File: config.mk
export PLATFORM = sky130hd
export DESIGN_NAME = bcz_blend
export DESIGN_NICKNAME = d
export VERILOG_FILES = /design/src/rtl/core/bcz_pkg.sv /design/src/rtl/core/bcz_blend.sv
export SDC_FILE = /design/constraint.sdc
export NUM_CORES = 2
export LEC_CHECK = 0
export BUFFER_PORTS_ARGS = -buffer_cell sky130_fd_sc_hd__buf_2
export CAP_MARGIN = 20
export CORE_MARGIN = 4
export CORE_UTILIZATION = 45
export DETAILED_ROUTE_END_ITERATION = 10
export GPL_ROUTABILITY_DRIVEN = 0
export HOLD_SLACK_MARGIN = 0.02
export SYNTH_ARGS = -nofsm -noshare
export SYNTH_HDL_FRONTEND = slang
export SYNTH_SLANG_ARGS = --single-unit
File: constraint.sdc
create_clock -name clk -period 16.7 [get_ports clk]
set_input_delay 5.01 -clock clk [delete_from_list [all_inputs] [get_ports clk]]
set_output_delay 5.01 -clock clk [all_outputs]
set_load 0.01 [all_outputs]
File: src/rtl/core/bcz_pkg.sv
// Shared constants and types for the cubic Bezier point evaluator.
`timescale 1ns / 1ps

package bcz_pkg;

	// Default parameter values
	localparam int STEPS_DEF      = 1024;
	localparam int COORD_BITS_DEF = 10;

	// Fixed field widths
	localparam int STEP_IDX_W = 11;
	localparam int CFG_IDX_W  = 4;

	// Configuration register indexes
	typedef enum logic [CFG_IDX_W-1:0] {
		REG_P0_X = 4'd0,
		REG_P0_Y = 4'd1,
		REG_P1_X = 4'd2,
		REG_P1_Y = 4'd3,
		REG_P2_X = 4'd4,
		REG_P2_Y = 4'd5,
		REG_P3_X = 4'd6,
		REG_P3_Y = 4'd7
	} cfg_reg_t;

	// Stage advance enables for the blend stages
	typedef struct packed {
		logic en4;
		logic en5;
		logic en6;
	} pipe_en_t;

endpackage

File: src/rtl/core/bcz_blend.sv
// Weighted sum and round-half-up of one coordinate, pipeline stages four to six.
`timescale 1ns / 1ps

module bcz_blend
	import bcz_pkg::*;
#(
	parameter int STEPS      = STEPS_DEF,
	parameter int COORD_BITS = COORD_BITS_DEF
) (
	input  logic                             clk,
	input  pipe_en_t                         pipe_en,
	input  logic [3*$clog2(STEPS):0]         w0,
	input  logic [3*$clog2(STEPS):0]         w1,
	input  logic [3*$clog2(STEPS):0]         w2,
	input  logic [3*$clog2(STEPS):0]         w3,
	input  logic [COORD_BITS-1:0]            c0,
	input  logic [COORD_BITS-1:0]            c1,
	input  logic [COORD_BITS-1:0]            c2,
	input  logic [COORD_BITS-1:0]            c3,
	output logic [COORD_BITS-1:0]            coord
);

	localparam int LB = $clog2(STEPS);
	localparam int FB = 3 * LB;
	localparam int WW = FB + 1;
	localparam int PW = WW + COORD_BITS;
	localparam int SW = PW + 1;
	localparam logic [SW:0] HALF = (SW+1)'(1) << (FB - 1);

	logic [PW-1:0] p0_s4, p1_s4, p2_s4, p3_s4;
	logic [SW-1:0] a_s5, b_s5;
	logic [SW:0]   tot;
	logic [COORD_BITS-1:0] coord_s6;

	// Stage 4: one product per weight
	always_ff @(posedge clk) begin
		if (pipe_en.en4) begin
			p0_s4 <= PW'(w0) * PW'(c0);
			p1_s4 <= PW'(w1) * PW'(c1);
			p2_s4 <= PW'(w2) * PW'(c2);
			p3_s4 <= PW'(w3) * PW'(c3);
		end
	end

	// Stage 5: pair sums
	always_ff @(posedge clk) begin
		if (pipe_en.en5) begin
			a_s5 <= SW'(p0_s4) + SW'(p1_s4);
			b_s5 <= SW'(p2_s4) + SW'(p3_s4);
		end
	end

	// Stage 6: final sum, add half, drop the fraction bits
	assign tot = (SW+1)'(a_s5) + (SW+1)'(b_s5) + HALF;

	always_ff @(posedge clk) begin
		if (pipe_en.en6) begin
			coord_s6 <= tot[FB +: COORD_BITS];
		end
	end

	assign coord = coord_s6;

endmodule

After elaboration in Yosys (flattened, before gate mapping)
Index checks and enable logic that the tools add are counted.

$add $sub $neg: 4. $mul: 4.

Operator list (number): 31-bit by 10-bit multiplier with 40-bit output (4); 40-bit adder (3); 40-bit by 30-bit adder with 40-bit output, second input constant (1).

Bits in registers: 250. Bits of input ports: 168. Output and inout port bits: 10. Word-level logic and storage cells: 15.

Depth between registers and ports, before layout
Depth after elaboration: 2. Gate-level depth with buffers: 23. Depth with buffers taken out: 21.

Worst setup path after synthesis
OpenSTA, ideal clock, no wires.

Kind: input to register. Start: input c0[1]. End: register p0_s4[36] (data pin). Setup time: 0.260 ns. Data arrival time: 10.086 ns. Required time: 16.440 ns. Slack: 6.355 ns. Stages: 20. Buffers on the path: 1. Cells stage by stage: clkbuf_1 > nand2_1 > fa_1 > inv_1 > fa_1 > fa_1 > fa_1 > inv_1 > fa_1 > inv_1 > ha_1 > a211oi_2 > o21ai_1 > a221oi_2 > o221ai_2 > o41a_1 > a21bo_2 > a311o_1 > a21oi_2 > xnor2_1.

Word-level cells in the longest chain between the ends: 1.

Ends and longest elaborated chain: start: declaration (RTL line bcz_blend.sv:16) `input logic [COORD_BITS-1:0] c0,`; 31-bit by 10-bit multiplier with 40-bit output (RTL line bcz_blend.sv:38) `p0_s4 <= PW'(w0) * PW'(c0);`; end signal: assignment (RTL line bcz_blend.sv:38); end: declaration (RTL line bcz_blend.sv:30) `logic [PW-1:0] p0_s4, p1_s4, p2_s4, p3_s4;`.

Every way passes these cells. A chain may end at the register's enable or synchronous reset.

Final worst setup path
Start: input c3[1]. End: register p3_s4[39] (data pin).

Word-level cells in the longest chain between the ends: 1.

Ends and longest elaborated chain: start: declaration (RTL line bcz_blend.sv:19) `input logic [COORD_BITS-1:0] c3,`; 31-bit by 10-bit multiplier with 40-bit output (RTL line bcz_blend.sv:41) `p3_s4 <= PW'(w3) * PW'(c3);`; end signal: assignment (RTL line bcz_blend.sv:41); end: declaration (RTL line bcz_blend.sv:30).

Every way passes these cells.

==> qor.csv <==
stage;metric;value;unit
synthesis;Commonest cells post-synth;fa_1 (918), inv_1 (891), nand2_1 (720), and2_1 (652), ha_1 (445);
layout;register area;7510;um^2
sta;min Tclk post-route;10.91;ns
synthesis;area share of the largest cell type after synthesis;0.358;
synthesis;Synth Warn #;0;
floorplanning;Top-Level Pins;178;
detailed_routing;Vias;36700;
placed_design;DPL Wire Length;98500;um
setup_path;crit path buf inv count;6;
cts;CTS clk-pin slew, worst paths;0.06;ns
sta;Setup WS post-layout;5.79;ns
setup_path;CP max FO;31;
floorplanning;Die Wd;346;um
setup_path;CP required;17.00;ns
synthesis;EDFF count, synth;250;
layout;Final nets;6942;
cts;root buf cell;clkbuf_16;
sta;Setup violations, final;0;
detailed_routing;drt pass-1 iters;5;
synthesis;Mapped Area;51300;um^2
synthesis;synth top area cells;fa_1 (36%), edfxtp_1 (15%), ha_1 (11%), and2_1 (7.9%), inv_1 (6.5%);
sta;Slew Limit Fails;0;
cts;TritonCTS Buffers;27;
setup_path;CP peak stage delay;0.72;ns
synthesis;synth unique cells;75;
layout;area of the multi-input gates;39500;um^2
layout;Layout area overhead;5.30;%
synthesis;area fraction in compound gates after synthesis;0.0966;
worst_hold_path;HP Class;reg2reg;
setup_path;CP top delay family;adder cells;
placed_design;PortBufs;177;
cts;clock buffer depth;3;
grt;first-pass GRT wire length;206000;um
setup_path;CP endpoint kind;flip-flop;
synthesis;register area share after synthesis;0.146;
floorplanning;Cell Rows;123;
setup_path;CP Class;in2reg;
sta;RSZ-0062 raised after global routing;false;
floorplanning;die height;346;um
cts;H-tree lvl count;1;
cts;clock sinks;250;
placed_design;dpl ws;5.36;ns
sta;Hold WS;0.567;ns
synthesis;Most used DFF post-synth;edfxtp_1;
grt;initial antenna violation count;9;
cts;CTS tree;yes;
cts;post-CTS sizing;0;
detailed_routing;DR DRC count;0;
setup_path;critical path arrival;11.21;ns
grt;Global Route Usage Sum;0.209;
detailed_routing;initial drt markers;2148;
floorplanning;Die Footprint;120000;um^2
detailed_routing;wire per inst;17.7;um
synthesis;most frequent cell after synthesis;fa_1;
sta;Final Skew;0.0180;ns
floorplanning;Initial Util;0.455;
outcome;outcome;complete, no violations;
synthesis;FFs w/ async S/R, synth;0;
setup_path;worst path cell trace;buf_2, nand2_1, fa_1, inv_1, fa_1, inv_1, fa_1, inv_1, fa_1, inv_1, fa_1, inv_1, ha_1, a21o_1, o311ai_0, a211oi_1, nor4_1, nor4b_1, nand3b_1, o211ai_1, xnor2_1;
synthesis;Syn Nets;6992;
sta;Highest Clock Rate;91.7;MHz
synthesis;combinational family with the most area after synthesis;adder cells;
setup_path;Slowest-stage cell, CP;nor4_1;
cts;Hold Buf Count CTS;0;
synthesis;Yosys reg bits;250;
cts;later-pin clock latency in the skew report;0.56;ns
flow_run;max cap viols;0;
synthesis;Syn Area/Cell;9.40;um^2
detailed_routing;final WL;123000;um
synthesis;area leader, netlist;fa_1;
layout;fill count;10800;
synthesis;Post-Synth XOR/XNOR Area;0.0387;
grt;vias in the first global route;38900;
floorplanning;Core Area;113000;um^2
sta;fin crit share;0.653;
grt;largest net degree at the start of global routing;100;
synthesis;Synth Area in Simple Gates;0.168;
synthesis;Adder-Cell Fraction of Synth Area;0.466;
grt;global route overflow;0;
synthesis;mux cell area share after synthesis;0.000585;
synthesis;Post-Syn Instances;5461;
sta;Worst-Margin Slew;1.04;ns
detailed_routing;via density per instance;5.29;
setup_path;Startpoint Class;primary input;
sta;setup TNS;0;ns
sta;Rel. slew slack;0.306;
sta;Fin. Hold Viols;0;
cts;setup bufs post-CTS;0;
layout;share of layout cells above drive strength 1;0.0468;
detailed_routing;ANT nets after route;0;
through the flow:
stage	area (um^2)	instances	utilization
2_1_floorplan	51300	5461	-
4_1_cts	54100	6931	0.479
6_report	54100	6935	0.479
3_5_place_dp	53200	6882	0.471
3_3_place_gp	53200	6882	0.471
5_1_grt	54100	6933	0.479
routing by layer:
layer,GRT usage,share of wire,vias up
li1,-,-,17200
met1,0.322,0.49,18600
met2,0.328,0.45,767
met3,0.0191,0.045,108
met4,0.0298,0.013,4
met5,0,0.00022,-
final cells by class:
type / instances / share of cell area
inverter: 891 / 0.0619
tap: 1500 / 0.0347
clock buffer: 29 / 0.0126
antenna: 4 / 0.000185
timing repair buffer: 178 / 0.0167
multi-input combinational: 4063 / 0.731
clock inverter: 20 / 0.00396
sequential: 250 / 0.139
cells in the final DEF (no fill, tap or decap), drive strengths merged, types with 6 or more instances in the layout:
master	instances
fa	918
inv	895
nand2	720
and2	652
ha	445
edfxtp	250
a21oi	231
buf	178
xnor2	156
a21o	140
nor2	126
o21ai	124
xor2	71
nand3	48
a211oi	42
o21bai	34
and3	33
o21a	29
clkbuf	29
nand4	28
nor3	26
o211ai	25
nand2b	23
nor2b	20
a31oi	18
o31a	11
a2111oi	11
o31ai	10
clkinv	10
o2111ai	9
or2	8
or3	7
a21boi	7
and4	6
nor4	6
state kept, by name (all words and copies together), names as in the netlist:
| name | cells |
|---|---|
| p0_s4 | 40 |
| a_s5 | 40 |
| coord | 10 |
| p1_s4 | 40 |
| p2_s4 | 40 |
| b_s5 | 40 |
| p3_s4 | 40 |
final timing paths:
path                               start        end  slack [ns]  cells after the start
worst max-delay path               c3[1]  p3_s4[39]        5.79                     21
worst min-delay path            p3_s4[0]    b_s5[0]        0.57                      1
worst max register to register  p2_s4[0]   b_s5[38]       13.17                     12
worst min register to register  p3_s4[0]    b_s5[0]        0.57                      1
worst register-to-register path: stages (launching register included):
cell and delay, ns:
edfxtp_1 0.42, ha_1 0.23, inv_1 0.07, fa_1 0.40, nor2b_1 0.17, o31a_1 0.21, o41a_2 0.20, o2111ai_2 0.16
a21oi_2 0.26, a41oi_1 0.21, o31ai_2 0.34, mux2i_1 0.14, a2111oi_2 0.48
cell families after synthesis:
family / Yosys count
compound gates: 749
buf+inv: 1148
xor+xnor: 227
fa+ha+maj: 1363
mux: 3
simple gates: 1721
flops: 250
Power is left out: the tool's default activity adds up to more than one toggle a clock period on the data nets, which glitch-free logic cannot reach.
